==> src/hw/rtl/fpt_pkg.sv <==
// Shared definitions for the fret position tracker: widths, operation and
// register codes, the default calibration table and small helper functions.
// Depends on nothing; every other file of the block imports it.
package fpt_pkg;

    localparam int FRET_COUNT = 17;
    localparam int FRET_IDX_W = $clog2(FRET_COUNT);

    localparam int SAMPLE_W   = 10;
    localparam int TIME_W     = 32;
    localparam int CONF_MS_W  = 16;
    localparam int NOTE_W     = 7;
    localparam int MARGIN_W   = 8;
    localparam int CAL_IDX_W  = 5;
    localparam int FRET_NUM_W = 5;
    localparam int OP_W       = 2;
    localparam int PHASE_W    = 2;
    localparam int CFG_IDX_W  = 3;
    localparam int CFG_DATA_W = 16;

    typedef logic [FRET_IDX_W-1:0] t_fret_idx;
    typedef logic [SAMPLE_W-1:0]   t_sample;
    typedef logic [NOTE_W-1:0]     t_note;

    localparam t_fret_idx LAST_FRET = FRET_IDX_W'(FRET_COUNT - 1);
    localparam logic [CAL_IDX_W:0] CAL_LIMIT = (CAL_IDX_W + 1)'(FRET_COUNT);

    // Item operations.
    localparam logic [OP_W-1:0] OP_SAMPLE = 2'd0;
    localparam logic [OP_W-1:0] OP_STRUM  = 2'd1;
    localparam logic [OP_W-1:0] OP_LOAD   = 2'd2;

    // Finger qualifier phases.
    localparam logic [PHASE_W-1:0] PH_NONE      = 2'd0;
    localparam logic [PHASE_W-1:0] PH_PRESSING  = 2'd1;
    localparam logic [PHASE_W-1:0] PH_DOWN      = 2'd2;
    localparam logic [PHASE_W-1:0] PH_RELEASING = 2'd3;

    // Configuration register indexes.
    localparam logic [CFG_IDX_W-1:0] CFG_PRESS_TH   = 3'd0;
    localparam logic [CFG_IDX_W-1:0] CFG_RELEASE_TH = 3'd1;
    localparam logic [CFG_IDX_W-1:0] CFG_MARGIN     = 3'd2;
    localparam logic [CFG_IDX_W-1:0] CFG_PRESS_MS   = 3'd3;
    localparam logic [CFG_IDX_W-1:0] CFG_RELEASE_MS = 3'd4;
    localparam logic [CFG_IDX_W-1:0] CFG_JUMP_MS    = 3'd5;
    localparam logic [CFG_IDX_W-1:0] CFG_OPEN_NOTE  = 3'd6;

    // Configuration reset values.
    localparam t_sample                RST_PRESS_TH   = 10'd55;
    localparam t_sample                RST_RELEASE_TH = 10'd35;
    localparam logic [MARGIN_W-1:0]    RST_MARGIN     = 8'd6;
    localparam logic [CONF_MS_W-1:0]   RST_PRESS_MS   = 16'd4;
    localparam logic [CONF_MS_W-1:0]   RST_RELEASE_MS = 16'd120;
    localparam logic [CONF_MS_W-1:0]   RST_JUMP_MS    = 16'd8;
    localparam t_note                  RST_OPEN_NOTE  = 7'd64;

    localparam t_note NOTE_MAX = 7'd127;

    // Request from the tracker to the boundary scanner.
    typedef struct packed {
        logic                start;
        t_sample             value;
        t_fret_idx           cur;
        logic [MARGIN_W-1:0] margin;
    } t_scan_req;

    // Scanner status; raw holds while done is high, hyst follows the request's value, cur and margin.
    typedef struct packed {
        logic      done;
        t_fret_idx raw;
        t_fret_idx hyst;
    } t_scan_rsp;

    // Factory calibration: reading at the center of each fret.
    function automatic t_sample default_center(input logic [CAL_IDX_W-1:0] idx);
        t_sample val;
        case (idx)
            5'd0:    val = 10'd998;
            5'd1:    val = 10'd916;
            5'd2:    val = 10'd828;
            5'd3:    val = 10'd756;
            5'd4:    val = 10'd681;
            5'd5:    val = 10'd613;
            5'd6:    val = 10'd551;
            5'd7:    val = 10'd503;
            5'd8:    val = 10'd438;
            5'd9:    val = 10'd391;
            5'd10:   val = 10'd344;
            5'd11:   val = 10'd291;
            5'd12:   val = 10'd250;
            5'd13:   val = 10'd208;
            5'd14:   val = 10'd169;
            5'd15:   val = 10'd133;
            default: val = 10'd99;
        endcase
        return val;
    endfunction

    function automatic t_sample median3(input t_sample a, input t_sample b,
                                        input t_sample c);
        t_sample lo;
        t_sample hi;
        t_sample m;
        lo = (a < b) ? a : b;
        hi = (a < b) ? b : a;
        m  = (hi < c) ? hi : c;
        return (lo > m) ? lo : m;
    endfunction

    // Note of the open string plus the fret number, saturated at the MIDI top.
    function automatic t_note fretted_note(input t_note open_note, input t_fret_idx fret);
        logic [NOTE_W+1:0] sum;
        sum = (NOTE_W + 2)'(open_note) + (NOTE_W + 2)'(fret) + (NOTE_W + 2)'(1);
        return (sum > (NOTE_W + 2)'(NOTE_MAX)) ? NOTE_MAX : sum[NOTE_W-1:0];
    endfunction

endpackage

==> src/hw/rtl/fret_position_tracker.sv <==
// Fret position tracker top level: configuration registers, press/release
// qualifier, fret commit and note logic, result register.
// Depends on fpt_pkg, fpt_cal_mem and fpt_fret_scan.

// The block tracks the finger on one string of a resistive neck sensor. Each
// input transfer carries one item: a sensor sample (three readings and a
// millisecond time, reduced to their median), a strum that arms the string,
// or a load of one calibration entry. Every item yields exactly one result
// transfer with the finger status, the committed fret and any note-on or
// note-off it caused. Items are processed one at a time. A sample waits for
// the scan that reads the calibration memory one entry per cycle to find the
// fret boundaries; a strum, a load or an unknown operation is applied without
// a scan. A finished result sits in an output register, so the next item is
// taken while the previous result waits; the block stalls only when a second
// result is ready before the first has been taken. The calibration memory
// needs no clearing pass: entries that were never loaded read back as their
// factory values. Configuration writes are always taken and are meant to
// arrive only while no item is in flight.
module fret_position_tracker (
    input  logic                          i_clk,
    input  logic                          i_rst_n,
    // Item input channel.
    input  logic                          i_in_valid,
    output logic                          o_in_ready,
    input  logic [fpt_pkg::OP_W-1:0]      i_opcode,
    input  fpt_pkg::t_sample              i_sample_a,
    input  fpt_pkg::t_sample              i_sample_b,
    input  fpt_pkg::t_sample              i_sample_c,
    input  logic [fpt_pkg::TIME_W-1:0]    i_now_ms,
    input  logic [fpt_pkg::CAL_IDX_W-1:0] i_cal_index,
    input  fpt_pkg::t_sample              i_cal_value,
    // Result channel.
    output logic                          o_out_valid,
    input  logic                          i_out_ready,
    output logic                          o_finger_present,
    output logic [fpt_pkg::FRET_NUM_W-1:0] o_fret_number,
    output logic                          o_note_on_valid,
    output fpt_pkg::t_note                o_note_on_number,
    output logic                          o_note_off_valid,
    output fpt_pkg::t_note                o_note_off_number,
    // Configuration write channel.
    input  logic                          i_cfg_valid,
    output logic                          o_cfg_ready,
    input  logic [fpt_pkg::CFG_IDX_W-1:0] i_cfg_index,
    input  logic [fpt_pkg::CFG_DATA_W-1:0] i_cfg_data
);
    import fpt_pkg::*;

    localparam logic ST_IDLE = 1'b0;
    localparam logic ST_RUN  = 1'b1;

    // Configuration.
    t_sample                r_press_th;
    t_sample                r_release_th;
    logic [MARGIN_W-1:0]    r_margin;
    logic [CONF_MS_W-1:0]   r_press_ms;
    logic [CONF_MS_W-1:0]   r_release_ms;
    logic [CONF_MS_W-1:0]   r_jump_ms;
    t_note                  r_open_note;

    // Item in flight.
    logic                   r_state;
    logic [OP_W-1:0]        r_op;
    t_sample                r_med;
    logic [TIME_W-1:0]      r_now;

    // Tracker state.
    logic [PHASE_W-1:0]     r_phase,   n_phase;
    logic [TIME_W-1:0]      r_phase_t, n_phase_t;
    t_fret_idx              r_cur,     n_cur;
    t_fret_idx              r_pend,    n_pend;
    logic [TIME_W-1:0]      r_jump_t,  n_jump_t;
    logic                   r_armed,   n_armed;
    logic                   r_snd_v,   n_snd_v;
    t_note                  r_snd_n,   n_snd_n;

    // Result register.
    logic                   r_out_valid;
    logic                   r_present;
    logic [FRET_NUM_W-1:0]  r_fret_num;
    logic                   r_on_v;
    t_note                  r_on_n;
    logic                   r_off_v;
    t_note                  r_off_n;

    logic                   accept;
    logic                   apply;
    logic                   mem_we;
    t_fret_idx              mem_raddr;
    t_sample                mem_rdata;
    t_scan_req              scan_req;
    t_scan_rsp              scan_rsp;

    logic                   do_change;
    t_note                  chg_note;
    logic                   do_silence;
    logic                   on_v;
    t_note                  on_n;
    logic                   off_v;
    t_note                  off_n;
    logic                   present_n;
    logic                   press_elapsed;
    logic                   release_elapsed;
    logic                   jump_elapsed;
    logic [TIME_W-1:0]      jump_base;
    logic                   adjacent;

    assign o_in_ready = (r_state == ST_IDLE);
    assign accept     = i_in_valid && o_in_ready;
    assign o_cfg_ready = 1'b1;

    // A sample waits for the scan; everything else applies without waiting for it.
    // The result register must be free or being emptied.
    assign apply = (r_state == ST_RUN) && ((r_op != OP_SAMPLE) || scan_rsp.done) &&
                   (!r_out_valid || i_out_ready);

    // Loads write the memory on their input transfer; the scan only runs for
    // samples, one item at a time, so a read never meets a write in flight.
    assign mem_we = accept && (i_opcode == OP_LOAD) &&
                    ((CAL_IDX_W + 1)'(i_cal_index) < CAL_LIMIT);

    fpt_cal_mem u_cal_mem (
        .i_clk   (i_clk),
        .i_rst_n (i_rst_n),
        .i_we    (mem_we),
        .i_waddr (i_cal_index[FRET_IDX_W-1:0]),
        .i_wdata (i_cal_value),
        .i_raddr (mem_raddr),
        .o_rdata (mem_rdata)
    );

    assign scan_req.start  = accept && (i_opcode == OP_SAMPLE);
    assign scan_req.value  = r_med;
    assign scan_req.cur    = r_cur;
    assign scan_req.margin = r_margin;

    fpt_fret_scan u_fret_scan (
        .i_clk   (i_clk),
        .i_rst_n (i_rst_n),
        .i_req   (scan_req),
        .o_rsp   (scan_rsp),
        .o_raddr (mem_raddr),
        .i_rdata (mem_rdata)
    );

    // Elapsed times are taken modulo 2^32, so a wrapping clock is harmless.
    assign press_elapsed   = (r_now - r_phase_t) >= TIME_W'(r_press_ms);
    assign release_elapsed = (r_now - r_phase_t) >= TIME_W'(r_release_ms);
    // The jump window opens with this very sample when no jump was pending.
    assign jump_base       = (r_pend == r_cur) ? r_now : r_jump_t;
    assign jump_elapsed    = (r_now - jump_base) >= TIME_W'(r_jump_ms);
    assign adjacent        = ((FRET_IDX_W + 1)'(scan_rsp.hyst) ==
                              (FRET_IDX_W + 1)'(r_cur) + (FRET_IDX_W + 1)'(1)) ||
                             ((FRET_IDX_W + 1)'(r_cur) ==
                              (FRET_IDX_W + 1)'(scan_rsp.hyst) + (FRET_IDX_W + 1)'(1));

    always_comb begin
        n_phase    = r_phase;
        n_phase_t  = r_phase_t;
        n_cur      = r_cur;
        n_pend     = r_pend;
        n_jump_t   = r_jump_t;
        n_armed    = r_armed;
        n_snd_v    = r_snd_v;
        n_snd_n    = r_snd_n;
        do_change  = 1'b0;
        chg_note   = '0;
        do_silence = 1'b0;
        on_v       = 1'b0;
        on_n       = '0;
        off_v      = 1'b0;
        off_n      = '0;

        case (r_op)
            OP_SAMPLE: begin
                case (r_phase)
                    PH_NONE: begin
                        if (r_med > r_press_th) begin
                            n_phase   = PH_PRESSING;
                            n_phase_t = r_now;
                        end
                    end
                    PH_PRESSING: begin
                        if (r_med <= r_press_th) begin
                            n_phase = PH_NONE;
                        end else if (press_elapsed) begin
                            n_phase   = PH_DOWN;
                            n_cur     = scan_rsp.raw;
                            n_pend    = scan_rsp.raw;
                            do_change = r_armed;
                            chg_note  = fretted_note(r_open_note, scan_rsp.raw);
                        end
                    end
                    PH_DOWN: begin
                        if (r_med < r_release_th) begin
                            n_phase   = PH_RELEASING;
                            n_phase_t = r_now;
                        end else if (scan_rsp.hyst == r_cur) begin
                            n_pend = r_cur;
                        end else begin
                            if (r_pend == r_cur) begin
                                n_jump_t = r_now;
                            end
                            n_pend = scan_rsp.hyst;
                            // Neighbor frets commit at once, jumps after the window.
                            if (adjacent || jump_elapsed) begin
                                n_cur     = scan_rsp.hyst;
                                do_change = r_armed;
                                chg_note  = fretted_note(r_open_note, scan_rsp.hyst);
                            end
                        end
                    end
                    default: begin
                        if (r_med >= r_release_th) begin
                            n_phase = PH_DOWN;
                        end else if (release_elapsed) begin
                            n_phase    = PH_NONE;
                            n_cur      = '0;
                            n_pend     = '0;
                            do_silence = r_armed;
                        end
                    end
                endcase
            end
            OP_STRUM: begin
                // A strum with no finger down is ignored.
                if (r_phase == PH_DOWN || r_phase == PH_RELEASING) begin
                    n_armed   = 1'b1;
                    do_change = 1'b1;
                    chg_note  = fretted_note(r_open_note, r_cur);
                end
            end
            default: begin
            end
        endcase

        // Legato change: the new note-on and the old note-off share one
        // result; re-sounding the same note sends no note-off.
        if (do_change) begin
            on_v = 1'b1;
            on_n = chg_note;
            if (r_snd_v && r_snd_n != chg_note) begin
                off_v = 1'b1;
                off_n = r_snd_n;
            end
            n_snd_v = 1'b1;
            n_snd_n = chg_note;
        end
        if (do_silence) begin
            if (r_snd_v) begin
                off_v = 1'b1;
                off_n = r_snd_n;
            end
            n_snd_v = 1'b0;
            n_snd_n = '0;
            n_armed = 1'b0;
        end
    end

    assign present_n = (n_phase == PH_DOWN) || (n_phase == PH_RELEASING);

    always_ff @(posedge i_clk) begin
        if (!i_rst_n) begin
            r_state      <= ST_IDLE;
            r_press_th   <= RST_PRESS_TH;
            r_release_th <= RST_RELEASE_TH;
            r_margin     <= RST_MARGIN;
            r_press_ms   <= RST_PRESS_MS;
            r_release_ms <= RST_RELEASE_MS;
            r_jump_ms    <= RST_JUMP_MS;
            r_open_note  <= RST_OPEN_NOTE;
            r_phase      <= PH_NONE;
            r_phase_t    <= '0;
            r_cur        <= '0;
            r_pend       <= '0;
            r_jump_t     <= '0;
            r_armed      <= 1'b0;
            r_snd_v      <= 1'b0;
            r_snd_n      <= '0;
            r_out_valid  <= 1'b0;
        end else begin
            if (i_cfg_valid && o_cfg_ready) begin
                case (i_cfg_index)
                    CFG_PRESS_TH:   r_press_th   <= i_cfg_data[SAMPLE_W-1:0];
                    CFG_RELEASE_TH: r_release_th <= i_cfg_data[SAMPLE_W-1:0];
                    CFG_MARGIN:     r_margin     <= i_cfg_data[MARGIN_W-1:0];
                    CFG_PRESS_MS:   r_press_ms   <= i_cfg_data;
                    CFG_RELEASE_MS: r_release_ms <= i_cfg_data;
                    CFG_JUMP_MS:    r_jump_ms    <= i_cfg_data;
                    CFG_OPEN_NOTE:  r_open_note  <= i_cfg_data[NOTE_W-1:0];
                    default: begin
                    end
                endcase
            end

            if (accept) begin
                r_state <= ST_RUN;
            end else if (apply) begin
                r_state <= ST_IDLE;
            end

            if (apply) begin
                r_phase     <= n_phase;
                r_phase_t   <= n_phase_t;
                r_cur       <= n_cur;
                r_pend      <= n_pend;
                r_jump_t    <= n_jump_t;
                r_armed     <= n_armed;
                r_snd_v     <= n_snd_v;
                r_snd_n     <= n_snd_n;
                r_out_valid <= 1'b1;
            end else if (i_out_ready) begin
                r_out_valid <= 1'b0;
            end
        end
    end

    always_ff @(posedge i_clk) begin
        if (accept) begin
            r_op  <= i_opcode;
            r_med <= median3(i_sample_a, i_sample_b, i_sample_c);
            r_now <= i_now_ms;
        end
        if (apply) begin
            r_present  <= present_n;
            r_fret_num <= present_n ?
                          FRET_NUM_W'((FRET_IDX_W + 1)'(n_cur) + (FRET_IDX_W + 1)'(1)) : '0;
            r_on_v     <= on_v;
            r_on_n     <= on_n;
            r_off_v    <= off_v;
            r_off_n    <= off_n;
        end
    end

    assign o_out_valid       = r_out_valid;
    assign o_finger_present  = r_present;
    assign o_fret_number     = r_fret_num;
    assign o_note_on_valid   = r_on_v;
    assign o_note_on_number  = r_on_n;
    assign o_note_off_valid  = r_off_v;
    assign o_note_off_number = r_off_n;

    // A sample must not be applied before the boundary scan has finished.
    a_sample_waits_scan: assert property (@(posedge i_clk) disable iff (!i_rst_n)
        (r_state == ST_RUN && r_op == OP_SAMPLE && !scan_rsp.done) |=> (r_state == ST_RUN))
        else $error("sample applied before scan finished");

    // A legato change never turns off the note it turns on.
    a_legato_distinct: assert property (@(posedge i_clk) disable iff (!i_rst_n)
        (o_out_valid && o_note_on_valid && o_note_off_valid) |->
        (o_note_on_number != o_note_off_number))
        else $error("note-off matches note-on in one result");

    // A note only sounds on an armed string, and a silent string holds note zero.
    a_sounding_armed: assert property (@(posedge i_clk) disable iff (!i_rst_n)
        (!r_snd_v || r_armed) && (r_snd_v || (r_snd_n == '0)))
        else $error("sounding state inconsistent with arming");

    // Committed and pending frets stay inside the calibrated range.
    a_fret_range: assert property (@(posedge i_clk) disable iff (!i_rst_n)
        (r_cur <= LAST_FRET) && (r_pend <= LAST_FRET))
        else $error("fret index out of range");

endmodule

==> src/hw/rtl/fpt_cal_mem.sv <==
// Calibration memory of the fret position tracker: one write port, one
// registered read port, per-entry written bits that fall back to the defaults.
// Depends on fpt_pkg.
module fpt_cal_mem (
    input  logic               i_clk,
    input  logic               i_rst_n,
    input  logic               i_we,
    input  fpt_pkg::t_fret_idx i_waddr,
    input  fpt_pkg::t_sample   i_wdata,
    input  fpt_pkg::t_fret_idx i_raddr,
    output fpt_pkg::t_sample   o_rdata
);
    import fpt_pkg::*;

    t_sample                 mem [FRET_COUNT];
    logic [FRET_COUNT-1:0]   r_written;
    t_sample                 r_q;
    logic                    r_q_written;
    t_fret_idx               r_q_addr;

    always_ff @(posedge i_clk) begin
        if (i_we) begin
            mem[i_waddr] <= i_wdata;
        end
        r_q      <= mem[i_raddr];
        r_q_addr <= i_raddr;
    end

    always_ff @(posedge i_clk) begin
        if (!i_rst_n) begin
            r_written   <= '0;
            r_q_written <= 1'b0;
        end else begin
            if (i_we) begin
                r_written[i_waddr] <= 1'b1;
            end
            r_q_written <= r_written[i_raddr];
        end
    end

    // An entry never loaded reads as its factory value.
    assign o_rdata = r_q_written ? r_q : default_center(CAL_IDX_W'(r_q_addr));

endmodule

==> src/hw/rtl/fpt_fret_scan.sv <==
// Boundary scanner of the fret position tracker: walks the calibration memory
// one entry per cycle, finds the raw fret and applies the hysteresis window.
// Depends on fpt_pkg; drives the read port of fpt_cal_mem.
module fpt_fret_scan (
    input  logic               i_clk,
    input  logic               i_rst_n,
    input  fpt_pkg::t_scan_req i_req,
    output fpt_pkg::t_scan_rsp o_rsp,
    output fpt_pkg::t_fret_idx o_raddr,
    input  fpt_pkg::t_sample   i_rdata
);
    import fpt_pkg::*;

    logic      r_issue;
    t_fret_idx r_addr;
    logic      r_dv;
    t_fret_idx r_didx;
    t_sample   r_prev;
    logic      r_found;
    t_fret_idx r_found_idx;
    t_sample   r_bhi;
    t_sample   r_blo;
    logic      r_fin;

    logic [SAMPLE_W:0] bnd_sum;
    t_sample           bnd;
    t_fret_idx         bi;
    logic              bnd_ok;
    logic              hit;
    logic              in_hi;
    logic              in_lo;
    t_fret_idx         raw;

    // Boundary between entry didx-1 and entry didx, once both have been read.
    assign bnd_sum = {1'b0, r_prev} + {1'b0, i_rdata};
    assign bnd     = bnd_sum[SAMPLE_W:1];
    assign bi      = r_didx - FRET_IDX_W'(1);
    assign bnd_ok  = r_dv && (r_didx != '0);
    assign hit     = i_req.value > bnd;

    always_ff @(posedge i_clk) begin
        if (!i_rst_n) begin
            r_issue <= 1'b0;
            r_dv    <= 1'b0;
            r_found <= 1'b0;
            r_fin   <= 1'b0;
        end else begin
            r_dv <= r_issue;
            if (i_req.start) begin
                r_issue <= 1'b1;
                r_found <= 1'b0;
                r_fin   <= 1'b0;
            end else begin
                if (r_issue && r_addr == LAST_FRET) begin
                    r_issue <= 1'b0;
                end
                if (bnd_ok && !r_found && hit) begin
                    r_found <= 1'b1;
                end
                if (r_dv && r_didx == LAST_FRET) begin
                    r_fin <= 1'b1;
                end
            end
        end
    end

    always_ff @(posedge i_clk) begin
        r_didx <= r_addr;
        if (i_req.start) begin
            r_addr <= '0;
        end else if (r_issue && r_addr != LAST_FRET) begin
            r_addr <= r_addr + FRET_IDX_W'(1);
        end
        if (r_dv) begin
            r_prev <= i_rdata;
        end
        if (bnd_ok && !r_found && hit) begin
            r_found_idx <= bi;
        end
        // Upper edge of the current fret is the boundary below its index.
        if (bnd_ok && r_didx == i_req.cur) begin
            r_bhi <= bnd;
        end
        if (bnd_ok && bi == i_req.cur) begin
            r_blo <= bnd;
        end
    end

    assign raw   = r_found ? r_found_idx : LAST_FRET;
    assign in_hi = (i_req.cur == '0) ||
                   ({1'b0, i_req.value} <= ({1'b0, r_bhi} + (SAMPLE_W + 1)'(i_req.margin)));
    assign in_lo = (i_req.cur == LAST_FRET) ||
                   (({1'b0, i_req.value} + (SAMPLE_W + 1)'(i_req.margin)) >= {1'b0, r_blo});

    assign o_rsp.done = r_fin;
    assign o_rsp.raw  = raw;
    assign o_rsp.hyst = (in_hi && in_lo) ? i_req.cur : raw;
    assign o_raddr    = r_addr;

endmodule

==> config.mk <==
export PLATFORM = sky130hd
export DESIGN_NAME = fret_position_tracker
export DESIGN_NICKNAME = d
export VERILOG_FILES = /design/src/hw/rtl/fpt_pkg.sv /design/src/hw/rtl/fret_position_tracker.sv /design/src/hw/rtl/fpt_cal_mem.sv /design/src/hw/rtl/fpt_fret_scan.sv
export SDC_FILE = /design/constraint.sdc
export NUM_CORES = 1
export LEC_CHECK = 0
export ABC_CLOCK_PERIOD_IN_PS = 8560
export BUFFER_PORTS_ARGS = -buffer_cell sky130_fd_sc_hd__buf_2
export CAP_MARGIN = 20
export CORE_MARGIN = 3
export CORE_UTILIZATION = 56
export CTS_CLUSTER_SIZE = 12
export DETAILED_ROUTE_END_ITERATION = 16
export PLACE_DENSITY_LB_ADDON = 0.05
export SETUP_SLACK_MARGIN = 0.5
export SYNTH_ARGS = -nofsm -noshare
export SYNTH_HDL_FRONTEND = slang
export SYNTH_SLANG_ARGS = --single-unit
==> constraint.sdc <==
create_clock -name i_clk -period 8.56 [get_ports i_clk]
set_input_delay 0 -clock i_clk [delete_from_list [all_inputs] [get_ports i_clk]]
set_output_delay 0 -clock i_clk [all_outputs]
set_load 0.01 [all_outputs]
Word level (Yosys, flattened, before mapping):

Memory sizes are Yosys's and may differ from the RTL's. A register that Yosys moved wholly into a read port is not among the register bits.
Cells that the tools add are included.

* register bits: 303
* RAM bits: 170
* memory bits (read-only): 160
* bits of input ports: 103
* output and inout port bits: 25
* word-level logic and storage cells: 255
* memories kept: 2

* add/sub/neg operators: 16
* $lt $le $gt $ge: 20
* equal/unequal tests: 30
* mux-type cells: 87
* bitwise operators: 6
* reductions and logical operators: 56

Memory list
* u_cal_mem.mem: depth 17, width 10, read ports 1, clocked after Yosys merged registers in 1, write ports 1, RTL line fpt_cal_mem.sv:15 `t_sample mem [FRET_COUNT];`
* (name not given): depth 16, width 10, read ports 1, clocked after Yosys merged registers in 1, write ports 0, RTL line fpt_pkg.sv:77 `case (idx)`

Operator list (number)
* 7-bit 2-to-1 mux: 15
* 32-bit by 16-bit greater-or-equal comparator with 1-bit output: 3
* 32-bit 2-to-1 mux: 3
* 5-bit 2-to-1 mux: 16
* 32-bit one-hot mux with 2 select lines: 1
* 32-bit subtractor: 2
* 10-bit 2-to-1 mux: 6
* 10-bit > comparator: 3
* 10-bit < comparator: 3
* 1-bit 2-to-1 mux: 30
* 5-bit one-hot mux with 3 select lines: 2
* 7-bit one-hot mux with 2 select lines: 2
* 8-bit by 1-bit adder with 9-bit output (second input constant): 3
* 9-bit by 7-bit > comparator with 1-bit output (second input constant): 3
* 7-bit by 5-bit adder with 8-bit output: 3
* 10-bit by 8-bit adder with 11-bit output: 2
* 5-bit equality test: 4
* 1-bit logical AND: 17
* 17-bit bitwise OR: 1
* 2-bit AND reduction: 8
* 2-bit nonzero test: 8
* 5-bit equality test (second input constant): 3
* 2-bit 2-to-1 mux: 7
* 5-bit by 1-bit adder with 6-bit output (second input constant): 2
* other kinds (37): 68

Longest topological paths before layout:

* depth after elaboration: 20
* gate-level depth with buffers: 36
* mapped depth without buffers: 36

Modules after synthesis:

A second synthesis with hierarchy kept.

* cell total of the unflattened synthesis: 3067
* area, all modules: 29418.2 um2

Modules (own cells, without submodules)
* fret_position_tracker: times used 1, cells each 2240, area each 17599.4 um2, sequential area each 5385.2 um2
* fpt_cal_mem: times used 1, cells each 472, area each 8200.4 um2, sequential area each 5885.6 um2
* fpt_fret_scan: times used 1, cells each 355, area each 3618.5 um2, sequential area each 1331.3 um2

Worst setup path after synthesis:

OpenSTA, ideal clock, no wires.

* kind: register to register
* start: register r_cur[1]
* end: register r_fret_num[4] (netlist: o_fret_number[4]), data pin
* setup time: 0.267 ns
* arrival: 6.505 ns
* required time: 8.293 ns
* path slack: 1.788 ns
* cell stages (with the launch flop): 32
* path buffers: 2
* clock period less this slack: 6.772 ns
* path through: dfxtp_1 > clkbuf_1 > xnor2_1 > nand4_1 > nor2_1 > clkbuf_1 > mux2i_1 > ha_1 > a21o_1 > a221oi_2 > nor3_1 > or3_1 > inv_1 > o21ai_0 > xor2_1 > ha_1 > a21oi_1 > o221ai_1 > a31oi_1 > nand4_1 > a2111oi_0 > nor4b_1 > nand4b_1 > o211ai_1 > or3_1 > a32oi_1 > inv_1 > ha_1 > o2111a_1 > a31oi_1 > o21ai_0 > o31ai_1

* longest elaborated chain between the ends: 14
* elaborated cells between the ends (all ways): 27
* those cells by class: add/sub (4); order compare (1); eq/ne (5); mux (11); reduce/logical (6)

RTL lines
* start, declared: RTL line fret_position_tracker.sv:70 `t_fret_idx r_cur, n_cur;`
* start signal, assigned: RTL line fret_position_tracker.sv:305 `r_cur <= n_cur;`
* parallel branches: the longest is 9 deep, another holds 32-bit subtractor
* 5-bit 2-to-1 mux *: RTL line fret_position_tracker.sv:198 `end else if (scan_rsp.hyst == r_cur) begin`
* 5-bit 2-to-1 mux *: RTL line fret_position_tracker.sv:195 `if (r_med < r_release_th) begin`
* 5-bit one-hot mux with 3 select lines *: RTL line fret_position_tracker.sv:176 `case (r_phase)`
* 5-bit 2-to-1 mux *: RTL line fret_position_tracker.sv:174 `case (r_op)`
* named net n_cur[0]: RTL line fret_position_tracker.sv:70
* 5-bit by 1-bit adder with 5-bit output *: RTL line fret_position_tracker.sv:327 `FRET_NUM_W'((FRET_IDX_W + 1)'(n_cur) + (FRET_IDX_W + 1)'(1)) : '0;`
* end signal, assigned: RTL line fret_position_tracker.sv:326 `r_fret_num <= present_n ?`
* end, declared: RTL line fret_position_tracker.sv:80 `logic [FRET_NUM_W-1:0] r_fret_num;`

Mark *: on every way through the listed nets, which the timed path passes.
A chain may end at the register's enable or synchronous reset.

Final worst setup path:

* start: input i_sample_a[1]
* end: register r_med[0], data pin

* longest elaborated chain between the ends: 6
* elaborated cells between the ends (all ways): 7
* those cells by class: order compare (3); mux (4)

RTL lines
* start, declared: RTL line fret_position_tracker.sv:26 `input fpt_pkg::t_sample i_sample_a,`
* 10-bit < comparator: RTL line fpt_pkg.sv:104, fpt_pkg.sv:105
* 10-bit 2-to-1 mux: RTL line fpt_pkg.sv:105 `hi = (a < b) ? b : a;`
* 10-bit < comparator: RTL line fpt_pkg.sv:106 `m = (hi < c) ? hi : c;`
* 10-bit 2-to-1 mux: RTL line fpt_pkg.sv:106
* 10-bit > comparator: RTL line fpt_pkg.sv:107 `return (lo > m) ? lo : m;`
* 10-bit 2-to-1 mux *: RTL line fpt_pkg.sv:107
* end signal, assigned: RTL line fret_position_tracker.sv:321 `r_med <= median3(i_sample_a, i_sample_b, i_sample_c);`
* end, declared: RTL line fret_position_tracker.sv:64 `t_sample r_med;`

Every way passes the cells marked *; elsewhere a longest branch is shown, timed or not.

==> run summary <==
The global placement routability congestion is 0.910. The diode insertion count for antenna repair came out at 0. The global-route wire length before repair is 118,000 um. TritonCTS built the clock tree. The final global-route overflow total came out at 0. The number of global-route vias before repair came out at 21,800. The number of warnings reported in the yosys synthesis log is 0.

The most numerous cell type found on the critical path is sky130_fd_sc_hd__a21o_1. The total count of hold-check failures in the final report came out at 0. The growth of design area from synthesis to finish is 15.3%.

The number of antenna violations at the first check in global routing was 0. The max-cap check violation count is 0. The most critical setup path has its startpoint at i_sample_a[1].

The flop and latch count out of synthesis is 493. The worst setup path category is in -> reg. The share of total power dissipated in the clock network is 0.361.

The total CTS buffers came out at 55. The commonest register cell after synthesis is sky130_fd_sc_hd__edfxtp_1. In this run the power spent charging and discharging nets is 2.11 mW. The count of unresolved DRC violations after routing came out at 0. The net count of the finished layout is 3,445. After detailed routing, the total wire length is 75,000 um. The maximum VDD drop is 0.233 mV. Dividing the detail-routed via count by the number of cells gives 5.89. CTS saw 493 sinks. The total global-route track usage is 0.272. The die boundary height came out at 234 um. Setup repair after global routing could not meet its margin everywhere.

The post-placement setup slack came out at 0.761 ns. The number of violations reported at the end of detailed-routing iteration 0 is 1,614. The area inside the core boundary came out at 50,700 um2.

The slew at the pin closest to its max-slew limit came out at 1.01 ns. Of all nets on the critical path, the largest fanout is 14. Setup total negative slack on the finished layout was measured at 0 ns.

The critical-path cell with the highest stage delay is sky130_fd_sc_hd__dlygate4sd3_1. The worst setup path is launched from an input port. The number of cells after detailed placement came out at 3,582.

The H-tree depth is 2. The fmax came out at 0.132 GHz. The ratio of cells with drive above 1 in the final layout is 0.110. For this run, the share of the core covered by cells in the final layout is 0.660.

The worst slack on hold paths is 0.0820 ns. The number of max-slew violations in the final report came out at 0. Of the available clock period, the critical path in the final layout requires 0.882. After synthesis, the share of flip-flops with an asynchronous set or reset is 0.

The detail-routed net length per standard cell came out at 19.7 um. The combined area of all synthesized cells is 29,000 um2. The total internal power is 4.96 mW. The cell type contributing the most total cell area after synthesis is sky130_fd_sc_hd__edfxtp_1. Of the total power, registers draw 0.389. The routed via count came out at 22,400. The portion of synthesized cell area occupied by the leading cell type is 0.281. The worst setup path is captured at a flop.

Of the synthesized area, sequential elements account for 0.434. In this run the critical register-to-register path is launched from r_med[1]. The half-perimeter wire length after detailed placement came out at 54,000 um. Counting along the longest clock path gives a buffer depth of 3. STA puts the critical path data arrival time at 7.89 ns. The switching fraction of total power is 0.299. The starting density of the core came out at 0.572. The worst path setup slack after routing came out at 1.01 ns. The count of input and output buffers came out at 126. The number of inserted filler cells in the final layout came out at 4,001. In this run, distinct cell masters in the synthesized netlist total 98.

The number of setup violations in the final report is 0. The number of flops mapped to enable cells by yosys came out at 271. Entering global routing, the biggest net connects 99 pins. The power per standard cell area is 212 nW/um2. The remaining max-slew budget at the tightest pin came out at 0.321. Clock-pin slew was measured on the worst setup and hold paths at 0.06 ns. The final standard cell count with taps included and fillers excluded came out at 3,807. The clock tree root buffer cell is sky130_fd_sc_hd__clkbuf_16. On the final layout, the worst clock skew is 0.0451 ns. The run finished with clean final reports. The startpoint of the tightest hold check path is i_now_ms[9]. The time the final worst path needs with I/O delays and setup came out at 7.55 ns. The number of cells produced by synthesis came out at 2,880. Clock latency on the worst-skew pair, taken at its later pin, is 0.64 ns. The highest cell delay on the worst timing path is 0.56 ns.

The class of the tightest hold or removal check is in -> reg. The first TritonRoute pass finished after 7 iterations. The floorplan die width is 234 um. The leakage power summed over all cells is 13.4 nW.

The share of total power in combinational logic is 0.250. By area the synthesized netlist is led by sky130_fd_sc_hd__edfxtp_1, sky130_fd_sc_hd__dfxtp_1, sky130_fd_sc_hd__ha_1, sky130_fd_sc_hd__mux2i_1, sky130_fd_sc_hd__nand2_1. The average instance in the mapped netlist occupies 10.1 um2. For the worst setup path, the data required time is 8.90 ns. In this run the remaining antenna-violating nets after routing total 0.

The floorplan row count is 82. The post-synthesis net count is 3,236. The area of the die is 54,500 um2. The number of top-level pins came out at 128.
## critical path, delay by kind of cell
family / cells / cell delay, ns
AO/OA/AOI/OAI: 19 / 3.56
buffers and inverters: 5 / 1.73
AND/OR/NAND/NOR: 7 / 1.04
adder cells (fa/ha/maj): 3 / 0.88
multiplexers: 2 / 0.66
## metal layers
layer,share of wire,GRT usage,vias to the layer above
met4,0.021,0.0733,0
met2,0.46,0.442,591
met1,0.47,0.385,10800
met5,0,0,-
li1,-,-,10900
met3,0.051,0.0382,109
## metrics by stage
stage | cell area (um2) | power (mW)
after floorplan | 29000 | 3.99
after global placement | 30200 | 4.44
after detailed placement | 30200 | 4.48
after CTS | 33200 | 7.10
after global routing | 33400 | 7.43
final | 33400 | 7.07
## cells by family after synthesis
group                    Yosys count  synth area share
multiplexers                     176            0.0710
buffers and inverters            337            0.0447
other                              1          0.000129
flip-flops                       493             0.434
XOR/XNOR                         102            0.0308
adder cells (fa/ha/maj)          253             0.111
AO/OA/AOI/OAI                    753             0.185
AND/OR/NAND/NOR                  765             0.123
## cells in the mapped netlist (all sizes together) (17+ instances only)
master and number:
nand2 343, edfxtp 271, ha 245, dfxtp 222, inv 217, a21oi 151
nor2 140, mux2i 137, o21ai 115, clkbuf 98, a21boi 78, nor2b 65
xnor2 63, a21o 62, o21a 51, nand3 41, xor2 39, nor3 37
o211a 36, o221ai 35, nand4 34, o211ai 32, nand2b 30, a211oi 25
mux4 22, buf 20, a31oi 18, and2 17, mux2 17
## flip-flops by register name, summed over array words and instances, names as in the netlist, 7 cells and up, named ones only
| signal | count |
|---|---|
| u_fret_scan.r_bhi | 10 |
| o_note_off_number | 7 |
| u_cal_mem.r_written | 17 |
| r_now | 32 |
| u_fret_scan.r_prev | 10 |
| r_med | 10 |
| r_margin | 8 |
| u_fret_scan.r_blo | 10 |
| u_cal_mem.r_q | 10 |
| u_cal_mem.mem | 170 |
| r_press_th | 10 |
| r_open_note | 7 |
| r_jump_t | 32 |
| r_release_ms | 16 |
| r_snd_n | 7 |
| o_note_on_number | 7 |
| r_jump_ms | 16 |
| r_phase_t | 32 |
| r_press_ms | 16 |
| r_release_th | 10 |
## cell type report
cell class / count / area (um2) / share of cell area
Tap cell: 672 / 841 / 0.0251
Multi-Input combinational cell: 2050 / 15200 / 0.454
Inverter: 219 / 822 / 0.0246
Clock buffer: 83 / 1650 / 0.0492
Sequential cell: 493 / 12600 / 0.376
Clock inverter: 20 / 363 / 0.0109
Timing Repair Buffer: 270 / 2010 / 0.0600
## repair_timing
action                                  in CTS  in global routing
endpoints found under the setup margin       0                 28
resized for setup                            0                  7
hold buffers                               104                  1
endpoints found under the hold margin      364                  9
setup buffers                                0                  3
## final timing paths
| check | end | cells past startpoint | slack, ns |
|---|---|---|---|
| worst max-delay path | r_med[0] | 36 | 1.01 |
| worst min-delay path | r_now[9] | 2 | 0.08 |
| worst max register to register | o_fret_number[4] | 34 | 1.07 |
| worst min register to register | u_cal_mem.r_q[9] | 2 | 0.45 |
## power by group through the flow
stage / Combinational [mW] / Sequential (mW) / Clock (mW)
CTS: 1.75 / 2.75 / 2.60
detailed placement: 1.67 / 2.80 / 0
global placement: 1.64 / 2.80 / 0
finish: 1.77 / 2.75 / 2.55
floorplan: 1.25 / 2.74 / 0
global route: 1.97 / 2.76 / 2.70
## cell usage in the layout (no fill, tap or decap), types with 105 or more instances in the layout
cell and instances:
sky130_fd_sc_hd__a21oi_1 147, sky130_fd_sc_hd__buf_2 125, sky130_fd_sc_hd__dfxtp_1 221, sky130_fd_sc_hd__dlygate4sd3_1 105, sky130_fd_sc_hd__edfxtp_1 271, sky130_fd_sc_hd__ha_1 245, sky130_fd_sc_hd__inv_1 215, sky130_fd_sc_hd__mux2i_1 137
sky130_fd_sc_hd__nand2_1 339, sky130_fd_sc_hd__nor2_1 139, sky130_fd_sc_hd__o21ai_0 108
Power figures use the tool's default switching activity.
